### src/sv/tcqd_pkg.sv
// Shared types and constants for the task cycle quiescence detector.
// No dependencies; used by tcqd_ctrl, tcqd_dp and task_cycle_quiescence_detector.
package tcqd_pkg;

  localparam int unsigned BUSY_W = 5;

  typedef enum logic [2:0] {
    ACT_BEGIN   = 3'd0,
    ACT_END     = 3'd1,
    ACT_CREATE  = 3'd2,
    ACT_DESTROY = 3'd3,
    ACT_BLOCK   = 3'd4,
    ACT_UNBLOCK = 3'd5
  } tcqd_action_e;

  typedef enum logic [2:0] {
    ST_IDLE = 3'b001,
    ST_EXEC = 3'b010,
    ST_RESP = 3'b100
  } tcqd_state_e;

  typedef struct packed {
    logic load;
    logic exec;
  } tcqd_cmd_t;

endpackage

### src/sv/tcqd_ctrl.sv
// Transaction sequencer of the quiescence detector: handshake and datapath commands.
// Depends on tcqd_pkg.
module tcqd_ctrl (
  input  logic                clk_i,
  input  logic                rst_ni,
  input  logic                in_valid_i,
  output logic                in_stall_o,
  output logic                out_valid_o,
  input  logic                out_stall_i,
  output tcqd_pkg::tcqd_cmd_t cmd_o
);

  tcqd_pkg::tcqd_state_e state_q, state_d;

  always_comb begin
    state_d    = state_q;
    cmd_o.load = 1'b0;
    cmd_o.exec = 1'b0;
    unique case (state_q)
      tcqd_pkg::ST_IDLE: begin
        if (in_valid_i) begin
          cmd_o.load = 1'b1;
          state_d    = tcqd_pkg::ST_EXEC;
        end
      end
      tcqd_pkg::ST_EXEC: begin
        cmd_o.exec = 1'b1;
        state_d    = tcqd_pkg::ST_RESP;
      end
      tcqd_pkg::ST_RESP: begin
        if (!out_stall_i) begin
          state_d = tcqd_pkg::ST_IDLE;
        end
      end
      default: state_d = tcqd_pkg::ST_IDLE;
    endcase
  end

  always_ff @(posedge clk_i or negedge rst_ni) begin
    if (!rst_ni) begin
      state_q <= tcqd_pkg::ST_IDLE;
    end else begin
      state_q <= state_d;
    end
  end

  assign in_stall_o  = (state_q != tcqd_pkg::ST_IDLE);
  assign out_valid_o = (state_q == tcqd_pkg::ST_RESP);

endmodule

### src/sv/tcqd_dp.sv
// Datapath of the quiescence detector: per-thread memory, global counters, result registers.
// Depends on tcqd_pkg; driven by commands from tcqd_ctrl.
module tcqd_dp #(
  parameter int THREADS    = 16,
  parameter int COUNT_BITS = 16,
  parameter int NEST_MAX   = 15
) (
  input  logic                         clk_i,
  input  logic                         rst_ni,
  input  tcqd_pkg::tcqd_cmd_t          cmd_i,
  input  logic [2:0]                   action_i,
  input  logic [3:0]                   thread_id_i,
  output logic                         cycle_detected_o,
  output logic                         cycle_repeat_o,
  output logic                         work_complete_o,
  output logic                         nesting_error_o,
  output logic [tcqd_pkg::BUSY_W-1:0]  busy_threads_o
);

  localparam int TW = (THREADS > 1) ? $clog2(THREADS) : 1;
  localparam int DW = $clog2(NEST_MAX + 1);

  logic [DW-1:0]         depth_mem [THREADS];
  logic [COUNT_BITS-1:0] lbd_mem   [THREADS];
  logic [COUNT_BITS-1:0] lud_mem   [THREADS];
  logic [THREADS-1:0]    vld_q;

  logic [7:0]    tid_ext;
  logic [TW-1:0] idx_in;
  logic          inrange_in;

  tcqd_pkg::tcqd_action_e act_q;
  logic [TW-1:0]          idx_q;
  logic                   inrange_q;
  logic                   rd_vld_q;
  logic [DW-1:0]          rd_depth_q;
  logic [COUNT_BITS-1:0]  rd_lbd_q, rd_lud_q;

  logic [tcqd_pkg::BUSY_W-1:0] busy_q, busy_d;
  logic [COUNT_BITS-1:0]       gu_q, gu_d, gb_q, gb_d;
  logic                        seen_q, seen_d;

  logic [DW-1:0]         depth, depth_d;
  logic [COUNT_BITS-1:0] lbd, lud;
  logic [COUNT_BITS-1:0] lbd_d, lud_d;
  logic                  cyc, rep, done, nerr;

  logic                        cyc_q, rep_q, done_q, nerr_q;
  logic [tcqd_pkg::BUSY_W-1:0] busy_out_q;

  assign tid_ext    = 8'(thread_id_i);
  assign idx_in     = tid_ext[TW-1:0];
  assign inrange_in = (32'(thread_id_i) < 32'(THREADS));

  // sample transaction and read the thread entry
  always_ff @(posedge clk_i) begin
    if (cmd_i.load) begin
      act_q      <= tcqd_pkg::tcqd_action_e'(action_i);
      idx_q      <= idx_in;
      inrange_q  <= inrange_in;
      rd_vld_q   <= inrange_in && vld_q[idx_in];
      rd_depth_q <= depth_mem[idx_in];
      rd_lbd_q   <= lbd_mem[idx_in];
      rd_lud_q   <= lud_mem[idx_in];
    end
  end

  always_comb begin
    depth   = rd_vld_q ? rd_depth_q : '0;
    lbd     = rd_vld_q ? rd_lbd_q : '0;
    lud     = rd_vld_q ? rd_lud_q : '0;
    depth_d = depth;
    lbd_d   = lbd;
    lud_d   = lud;
    busy_d  = busy_q;
    gu_d    = gu_q;
    gb_d    = gb_q;
    seen_d  = seen_q;
    cyc     = 1'b0;
    rep     = 1'b0;
    done    = 1'b0;
    nerr    = 1'b0;
    if (inrange_q) begin
      unique case (act_q)
        tcqd_pkg::ACT_BEGIN: begin
          if (depth < DW'(NEST_MAX)) begin
            depth_d = depth + DW'(1);
            if (depth == '0) begin
              busy_d = busy_q + tcqd_pkg::BUSY_W'(1);
              lbd_d  = '0;
              lud_d  = '0;
            end
          end
        end
        tcqd_pkg::ACT_END: begin
          if (depth == '0) begin
            nerr = 1'b1;
          end else begin
            depth_d = depth - DW'(1);
            if (depth == DW'(1)) begin
              gb_d   = gb_q + lbd;
              gu_d   = gu_q + lud;
              busy_d = busy_q - tcqd_pkg::BUSY_W'(1);
              if (busy_d == '0 && gu_d == '0) begin
                if (gb_d != '0) begin
                  cyc    = 1'b1;
                  rep    = seen_q;
                  seen_d = 1'b1;
                end else begin
                  done = 1'b1;
                end
              end
            end
          end
        end
        tcqd_pkg::ACT_CREATE:  lud_d = lud + COUNT_BITS'(1);
        tcqd_pkg::ACT_DESTROY: lud_d = lud - COUNT_BITS'(1);
        tcqd_pkg::ACT_BLOCK: begin
          lbd_d = lbd + COUNT_BITS'(1);
          lud_d = lud - COUNT_BITS'(1);
        end
        tcqd_pkg::ACT_UNBLOCK: begin
          lud_d = lud + COUNT_BITS'(1);
          lbd_d = lbd - COUNT_BITS'(1);
        end
        default: ;
      endcase
    end
  end

  // write back the thread entry
  always_ff @(posedge clk_i) begin
    if (cmd_i.exec && inrange_q) begin
      depth_mem[idx_q] <= depth_d;
      lbd_mem[idx_q]   <= lbd_d;
      lud_mem[idx_q]   <= lud_d;
    end
  end

  always_ff @(posedge clk_i or negedge rst_ni) begin
    if (!rst_ni) begin
      vld_q  <= '0;
      busy_q <= '0;
      gu_q   <= '0;
      gb_q   <= '0;
      seen_q <= 1'b0;
    end else if (cmd_i.exec) begin
      if (inrange_q) begin
        vld_q[idx_q] <= 1'b1;
      end
      busy_q <= busy_d;
      gu_q   <= gu_d;
      gb_q   <= gb_d;
      seen_q <= seen_d;
    end
  end

  always_ff @(posedge clk_i) begin
    if (cmd_i.exec) begin
      cyc_q      <= cyc;
      rep_q      <= rep;
      done_q     <= done;
      nerr_q     <= nerr;
      busy_out_q <= busy_d;
    end
  end

  assign cycle_detected_o = cyc_q;
  assign cycle_repeat_o   = rep_q;
  assign work_complete_o  = done_q;
  assign nesting_error_o  = nerr_q;
  assign busy_threads_o   = busy_out_q;

endmodule

### src/sv/task_cycle_quiescence_detector.sv
// Top level of the task cycle quiescence detector: sequencer plus datapath.
// Depends on tcqd_pkg, tcqd_ctrl and tcqd_dp.
//
// Tracks worker threads' busy nesting and task deltas, and on each outermost
// end busy reports either completion or a dependency cycle once no thread is
// busy and no task is unblocked. Every transaction yields exactly one result.
// A transaction runs as accept and read of the per-thread entry
// from the thread memory, update of that entry and the global counters, then
// the result register, held until taken. A new transaction is accepted in the
// cycle after the result is taken, so only one transaction is in flight at a
// time. Per-thread state is three arrays (nesting depth, blocked and unblocked
// task deltas) with a valid bit per thread; reset needs no clearing pass.
module task_cycle_quiescence_detector #(
  parameter int THREADS    = 16,
  parameter int COUNT_BITS = 16,
  parameter int NEST_MAX   = 15
) (
  input  logic                         clk_i,
  input  logic                         rst_ni,
  input  logic                         in_valid_i,
  output logic                         in_stall_o,
  input  logic [2:0]                   action_i,
  input  logic [3:0]                   thread_id_i,
  output logic                         out_valid_o,
  input  logic                         out_stall_i,
  output logic                         cycle_detected_o,
  output logic                         cycle_repeat_o,
  output logic                         work_complete_o,
  output logic                         nesting_error_o,
  output logic [tcqd_pkg::BUSY_W-1:0]  busy_threads_o
);

  tcqd_pkg::tcqd_cmd_t cmd;

  tcqd_ctrl u_ctrl (
    .clk_i       (clk_i),
    .rst_ni      (rst_ni),
    .in_valid_i  (in_valid_i),
    .in_stall_o  (in_stall_o),
    .out_valid_o (out_valid_o),
    .out_stall_i (out_stall_i),
    .cmd_o       (cmd)
  );

  tcqd_dp #(
    .THREADS    (THREADS),
    .COUNT_BITS (COUNT_BITS),
    .NEST_MAX   (NEST_MAX)
  ) u_dp (
    .clk_i            (clk_i),
    .rst_ni           (rst_ni),
    .cmd_i            (cmd),
    .action_i         (action_i),
    .thread_id_i      (thread_id_i),
    .cycle_detected_o (cycle_detected_o),
    .cycle_repeat_o   (cycle_repeat_o),
    .work_complete_o  (work_complete_o),
    .nesting_error_o  (nesting_error_o),
    .busy_threads_o   (busy_threads_o)
  );

  a_one_in_flight: assert property (@(posedge clk_i) disable iff (!rst_ni)
    out_valid_o |-> in_stall_o)
    else $error("input accepted while a result is pending");

  a_accept_to_result: assert property (@(posedge clk_i) disable iff (!rst_ni)
    (in_valid_i && !in_stall_o) |=> ##1 out_valid_o)
    else $error("result missing two cycles after a transaction");

  a_outcome_exclusive: assert property (@(posedge clk_i) disable iff (!rst_ni)
    out_valid_o |-> !(cycle_detected_o && work_complete_o) &&
                    !(cycle_repeat_o && !cycle_detected_o))
    else $error("conflicting quiescence outcome");

  a_error_no_outcome: assert property (@(posedge clk_i) disable iff (!rst_ni)
    (out_valid_o && nesting_error_o) |-> !cycle_detected_o && !work_complete_o)
    else $error("nesting error reported with an outcome");

endmodule
### config.mk
export PLATFORM = sky130hd
export DESIGN_NAME = task_cycle_quiescence_detector
export DESIGN_NICKNAME = d
export VERILOG_FILES = /design/src/sv/tcqd_pkg.sv /design/src/sv/tcqd_ctrl.sv /design/src/sv/tcqd_dp.sv /design/src/sv/task_cycle_quiescence_detector.sv
export SDC_FILE = /design/constraint.sdc
export NUM_CORES = 1
export LEC_CHECK = 0
export BUFFER_PORTS_ARGS = -buffer_cell sky130_fd_sc_hd__buf_2
export CAP_MARGIN = 40
export CORE_MARGIN = 8
export CORE_UTILIZATION = 45
export CTS_BUF_LIST = sky130_fd_sc_hd__clkbuf_8
export CTS_CLUSTER_DIAMETER = 120
export DETAILED_ROUTE_END_ITERATION = 12
export GPL_TIMING_DRIVEN = 0
export PLACE_DENSITY_LB_ADDON = 0.25
export SYNTH_ARGS = -nofsm -noshare
export SYNTH_HDL_FRONTEND = slang
export SYNTH_SLANG_ARGS = --single-unit
### constraint.sdc
create_clock -name clk_i -period 7.1 [get_ports clk_i]
set_input_delay 0.355 -clock clk_i [delete_from_list [all_inputs] [get_ports clk_i]]
set_output_delay 0.355 -clock clk_i [all_outputs]
set_load 0.1 [all_outputs]
==> results of run 1 <==
==> synth_stat cells, types with 21 or more instances <==
master and n:
a21oi_1 48, clkbuf_1 60, dfrtp_1 56, edfxtp_1 629
ha_1 40, inv_1 36, mux4_2 185, nand2_1 165
nand3_1 21, nor2_1 52, nor3_1 21, o21ai_0 63
xnor2_1 76
==> kinds of logic after synthesis <==
logic type               count (synthesis)  share of synthesized area
AO/OA/AOI/OAI                          277                     0.0643
XOR/XNOR                                99                     0.0299
adder cells (fa/ha/maj)                 46                     0.0185
buffers and inverters                  138                     0.0187
flip-flops                             686                      0.670
multiplexers                           193                      0.140
AND/OR/NAND/NOR                        369                     0.0589
==> worst min path at each step <==
| stage | from | to | slack, ps | cells past startpoint |
|---|---|---|---|---|
| finish | rst_ni | u_dp.gb_q[14] | 270 | 2 |
| global route | rst_ni | u_dp.gb_q[14] | 320 | 2 |
| detailed placement | u_dp.vld_q[13] | u_dp.vld_q[13] | 450 | 1 |
| floorplan | rst_ni | u_ctrl.state_q[1] | 60 | 0 |
| CTS | rst_ni | u_dp.gb_q[14] | 260 | 2 |
| global placement | u_dp.seen_q | u_dp.seen_q | 440 | 2 |
==> repair_timing <==
action,in CTS,in global routing
setup endpoints to repair,0,4
hold buffers,11,0
endpoints found under the hold margin,66,0
==> cells in the final DEF, fill, tap and decap left out, drive strengths merged, types with 10 or more instances in the layout <==
master	Yosys	final
o22ai	17	17
nor2	52	52
xnor2	76	76
a22o	13	13
a21o	16	16
buf	40	154
ha	40	40
nor3	23	23
dlygate4sd3	0	11
edfxtp	629	629
and2	21	21
o211ai	13	13
or2	18	18
nand3	21	21
a21oi	48	48
and3	10	10
clkinv	1	42
o31ai	12	12
dfrtp	56	56
clkbuf	60	175
mux4	185	185
nand2	166	166
o21ai	64	64
inv	37	79
xor2	20	20
==> metrics by stage <==
stage | setup TNS, ps | util | cell area, µm² | instances | power (mW)
3_5_place_dp | 0 | 0.492 | 32900 | 2796 | 8.22
3_3_place_gp | -132760 | 0.471 | 31500 | 2702 | 7.92
2_1_floorplan | 0 | - | 30300 | 1808 | 7.15
6_report | 0 | 0.525 | 35100 | 3013 | 11.4
4_1_cts | 0 | 0.525 | 35100 | 3012 | 11.5
5_1_grt | 0 | 0.525 | 35100 | 3013 | 11.9
==> sequential cells by signal (all words and copies together), names as in the netlist <==
name and count:
u_dp.lbd_mem 256, u_dp.lud_mem 256, u_dp.depth_mem 64, u_dp.gb_q 16, u_dp.gu_q 16, u_dp.rd_lbd_q 16
u_dp.rd_lud_q 16, u_dp.vld_q 16, u_dp.busy_q 5, u_dp.busy_threads_o 5, u_dp.idx_q 4, u_dp.rd_depth_q 4
u_ctrl.state_q 3, u_dp.act_q 3, u_dp.cycle_detected_o 1, u_dp.cycle_repeat_o 1, u_dp.nesting_error_o 1, u_dp.rd_vld_q 1
u_dp.seen_q 1, u_dp.work_complete_o 1
==> power breakdown <==
group,internal (mW),leakage [nW],total [mW],switching (mW)
Combinational,0.910,4.45,2.77,1.86
Sequential,5.27,6.52,5.41,0.139
Clock,1.70,1.23,3.25,1.56
==> cell type report <==
cell class	count	area [µm²]
diodes	2	5.00
plain buffers	99	420
clock buffers	116	1600
clock inverters	89	522
fillers	5329	31800
inverters	38	143
multi-input cells	984	9570
flip-flops and latches	686	20300
well taps	873	1090
repair buffers	126	1460
==> layer usage <==
layer,vias to the layer above,GRT usage
met3,132,0.0453
met2,709,0.321
met4,2,0.0666
met5,-,0
li1,7751,-
met1,9103,0.273
==> worst max-delay path: stages (launching register included) <==
cell       delay, ps
edfxtp_1         470
buf_6            190
buf_2            270
buf_2            320
buf_2            350
buf_2            510
clkbuf_1         420
and2_1           290
ha_1             280
ha_1             260
a21oi_1           80
o22a_2           260
a211o_4          380
a2111oi_0        490
o22ai_1          180
xnor2_1          160
or4b_1           540
or4_1            570
nor3_2           190
==> flow_summary.yaml, run 1 <==
floorplanning:
  die_x_um: 276
  start_util: 0.453
  rows: 95
  pin_count: 22
  dieArea_um2: 76000
  die_h_um: 276
  coreArea_um2: 66900
synth:
  synthCells: 1808
  synth.ff_latch_count: 686
  synthTopCellsByArea: "edfxtp_1 (62%), mux4_2 (14%), dfrtp_1 (4.6%)"
  synth_top_cell_by_area: "edfxtp_1"
  syn_area_per_cell_um2: 16.8
  synthDistinctLibCells: 91
  syn_area_um2: 30300
  yosysSeqAreaShare: 0.670
  ys_warn_count: 0
  synth_fp_nets: 1859
  yosys_most_used_dff: "edfxtp_1"
  synth_edf_count: 629
  synthArstFlopShare: 0.0831
  synth_top_cell_area_share: 0.623
timing:
  fin_worst_skew_ps: 51.0
  timing.final.hold_violations: 0
  fin_crit_sh: 0.902
  worst_pin_slew_ps: 982
  max_freq_mhz: 156
  rsz0062_at_grt: "false"
  finalSetupViolations: 0
  slew_headroom: 0.345
  hold_slack_ps: 272
  final-max-slew-violation-count: 0
  layout_setup_ws_ps: 695
  layout_min_cycle_time_ps: 6400
global_routing:
  grt_overflow: 0
  grt_use_total: 0.201
  antenna_found_initial: 3
  grt_pass1_vias: 18000
  grt_first_pass_wirelength_um: 113000
  grt_max_degree: 58
clock_network:
  root_buffer: "clkbuf_8"
  cts_inserted_buffers: 110
  post_cts_resized: 0
  clk_latency_ps: 730
  clockBufferDepth: 3
  cts.sinks: 686
  post-cts-setup-buffers: 0
  cts_tree: "built"
  cts_htree_levels: 3
  clkTransAtPathRegs_ps: 60
detailed_routing:
  drtAntennaViolNets: 0
  met2_length_um: 35800
  met1_length_um: 31500
  drtIter0Drc: 1586
  routed.top_layer: "met5"
  routedWlPerCell_um: 25.1
  wl_met3_um: 6410
  drtPass1Iterations: 5
  vias: 17700
  post-route-drc-count: 0
  via_per_inst: 5.87
  wl_um: 75600
worst_setup_path:
  endpoint_kind: "register"
  critical_path_arrival_ps: 6960
  crit_path_max_fanout: 19
  r2r-start: "u_dp.rd_vld_q"
  timing.critical_path.to: "u_dp.work_complete_o"
  cp.required_ps: 7660
  rrSetupSlack_ps: 700
  r2r_cells: 18
  start_kind: "register"
  startpoint: "u_dp.rd_vld_q"
  crit_type: "reg2reg"
  worstReg2RegEnd: "u_dp.work_complete_o"
power_and_ir_drop:
  peakVddDrop_uv: 180
  p_per_area_nw_per_um2: 325
  power_leakage_nw: 12.2
final_layout:
  layout-drive-gt1-share: 0.245
  layout.nets: 2096
  areaGrowthSynthToFinish_pct: 15.8
placed_design:
  post-place-ws_ps: 157
  gp_congestion: 0.856
  io_buffers: 21
  dpl.hpwl_um: 51600
worst_hold_path:
  hp-class: "in2async"
status:
  status: "finished, final reports clean"
run:
  drv_cap: 0
Note: power is estimated with default switching activity, not from simulation.
==> inputs of run 2 (changes only) <==
PLACE_DENSITY_LB_ADDON = 0.08   (was 0.25)
==> flow_summary.yaml, run 2 (synthesis gave the netlist of run 1 again) <==
detailed_routing:
  drtPass1Iterations: 5
  routedWlPerCell_um: 26.5
  wl_um: 80100
  vias: 17800
  drtAntennaViolNets: 0
  drtIter0Drc: 1568
  via_per_inst: 5.91
  post-route-drc-count: 0
global_routing:
  antenna_found_initial: 4
  met2_usage: 0.347
  grt_first_pass_wirelength_um: 118000
  grt_max_degree: 58
  grt_use_total: 0.212
  met1_usage: 0.289
  grtUsageMet3: 0.0418
  grt_overflow: 0
  grt_pass1_vias: 18200
  grt_most_used_layer: "met2"
floorplanning:
  pin_count: 22
  die_x_um: 276
  rows: 95
  die_h_um: 276
  dieArea_um2: 76000
  coreArea_um2: 66900
  start_util: 0.453
power_and_ir_drop:
  peakVddDrop_uv: 145
  comb_power_share: 0.246
  clkPwrFrac: 0.281
  p_per_area_nw_per_um2: 324
  seqPwrFrac: 0.473
  power_leakage_nw: 12.3
  swShare: 0.312
  internal_power_mw: 7.88
  netSwitchingPower_mw: 3.58
worst_setup_path:
  r2r_cells: 18
  start_kind: "register"
  worstReg2RegEnd: "u_dp.work_complete_o"
  critical_path_arrival_ps: 7030
  startpoint: "u_dp.rd_vld_q"
  crit_path_max_fanout: 19
  endpoint_kind: "register"
  crit_type: "reg2reg"
  cp.required_ps: 7630
  r2r-start: "u_dp.rd_vld_q"
  rrSetupSlack_ps: 600
clock_network:
  cts_htree_levels: 3
  clkTransAtPathRegs_ps: 70
  post-cts-setup-buffers: 0
  root_buffer: "clkbuf_8"
  clk_latency_ps: 690
  cts_tree: "built"
  cts_inserted_buffers: 110
  cts.sinks: 686
  clockBufferDepth: 3
final_layout:
  layout.nets: 2113
  layout_common_cells: "edfxtp_1 (629), mux4_2 (185), nand2_1 (165)"
  layout_commonest_cell: "edfxtp_1"
  areaGrowthSynthToFinish_pct: 16.7
  fill_cells: 5416
  layout-drive-gt1-share: 0.257
  largestRegisters: "u_dp.lbd_mem x256, u_dp.lud_mem x256, u_dp.depth_mem x64"
timing:
  fin_worst_skew_ps: 31.0
  slew_headroom: 0.361
  rsz0062_at_grt: "false"
  max_freq_mhz: 154
  final-max-slew-violation-count: 0
  finalSetupViolations: 0
  worst_pin_slew_ps: 948
  finalSetupTns_ps: 0
  timing.final.hold_violations: 0
  layout_setup_ws_ps: 601
  fin_crit_sh: 0.915
  layout_min_cycle_time_ps: 6500
worst_hold_path:
  hp-class: "in2async"
status:
  status: "finished, final reports clean"
placed_design:
  io_buffers: 21
  gp_congestion: 0.843
  post-place-ws_ps: -143
  dpl.hpwl_um: 55700
run:
  drv_cap: 0
run 2: changes by cell type in the layout (fill, tap and decap cells not counted), moves of 3 or more:
cell | before | now
bufinv_16 | 5 | 1
buf_8 | 16 | 20
buf_16 | 8 | 14
clkinv_1 | 26 | 22
buf_4 | 27 | 31
clkbuf_8 | 116 | 129
inv_1 | 75 | 61
buf_6 | 35 | 38
run 2: worst max path at each step:
stage	endpoint	slack, ps
after floorplan	u_dp.work_complete_o	2120
after global placement	u_dp.vld_q[3]	-1400
after detailed placement	u_dp.cycle_repeat_o	-140
after CTS	u_dp.work_complete_o	70
after global routing	u_dp.work_complete_o	300
final	u_dp.work_complete_o	600
run 2: metal layers:
metal | wire length [µm] | vias to the layer above
li1 | - | 7769
met1 | 34300 | 9322
met2 | 38600 | 627
met3 | 5340 | 128
met4 | 1860 | 2
met5 | 17 | -
run 2: cell type report:
| cell class | instances | area [µm²] | area share |
|---|---|---|---|
| multi-input combinational | 984 | 9590 | 0.271 |
| timing repair buffer | 143 | 1750 | 0.0494 |
| clock inverter | 67 | 315 | 0.00891 |
| inverter | 38 | 143 | 0.00403 |
| tap | 873 | 1090 | 0.0309 |
| sequential | 686 | 20300 | 0.574 |
| buffer | 99 | 420 | 0.0119 |
| antenna | 1 | 2.50 | 0.0000707 |
| clock buffer | 129 | 1780 | 0.0502 |
run 2: power by group through the flow:
stage / clock, mW / sequential (mW) / combinational [mW]
floorplan: 0 / 5.49 / 1.66
global placement: 0 / 5.54 / 2.46
global route: 3.47 / 5.44 / 3.06
detailed placement: 0 / 5.50 / 2.79
finish: 3.22 / 5.42 / 2.82
CTS: 3.30 / 5.41 / 2.81
run 2: timing repair:
action | 4_1_cts | 5_1_grt
hold buffers | 11 | 0
endpoints found under the hold margin | 66 | 0
gates resized for setup | 1 | 0
endpoints found under the setup margin | 3 | 4
gates cloned | 0 | 0
run 2: through the flow:
step	power, mW	hold WS [ps]	instances	area (µm²)	utilization
3_3_place_gp	8.00	447	2702	31500	0.471
3_5_place_dp	8.29	450	2811	33200	0.496
4_1_cts	11.5	269	3018	35400	0.529
2_1_floorplan	7.15	59.4	1808	30300	-
6_report	11.5	301	3020	35400	0.529
5_1_grt	12.0	339	3020	35400	0.529
run 2: critical path, stage by stage, from the launching register on:
cell and delay (ps):
edfxtp_1 350, buf_6 180, buf_2 340, buf_2 370, buf_2 380, buf_2 490, clkbuf_1 450, and2_1 290
ha_1 280, ha_1 250, a21oi_1 80, o22a_2 270, a211o_4 380, a2111oi_0 540, o22ai_1 190, xnor2_1 160
or4b_1 550, or4_1 590, nor3_2 180
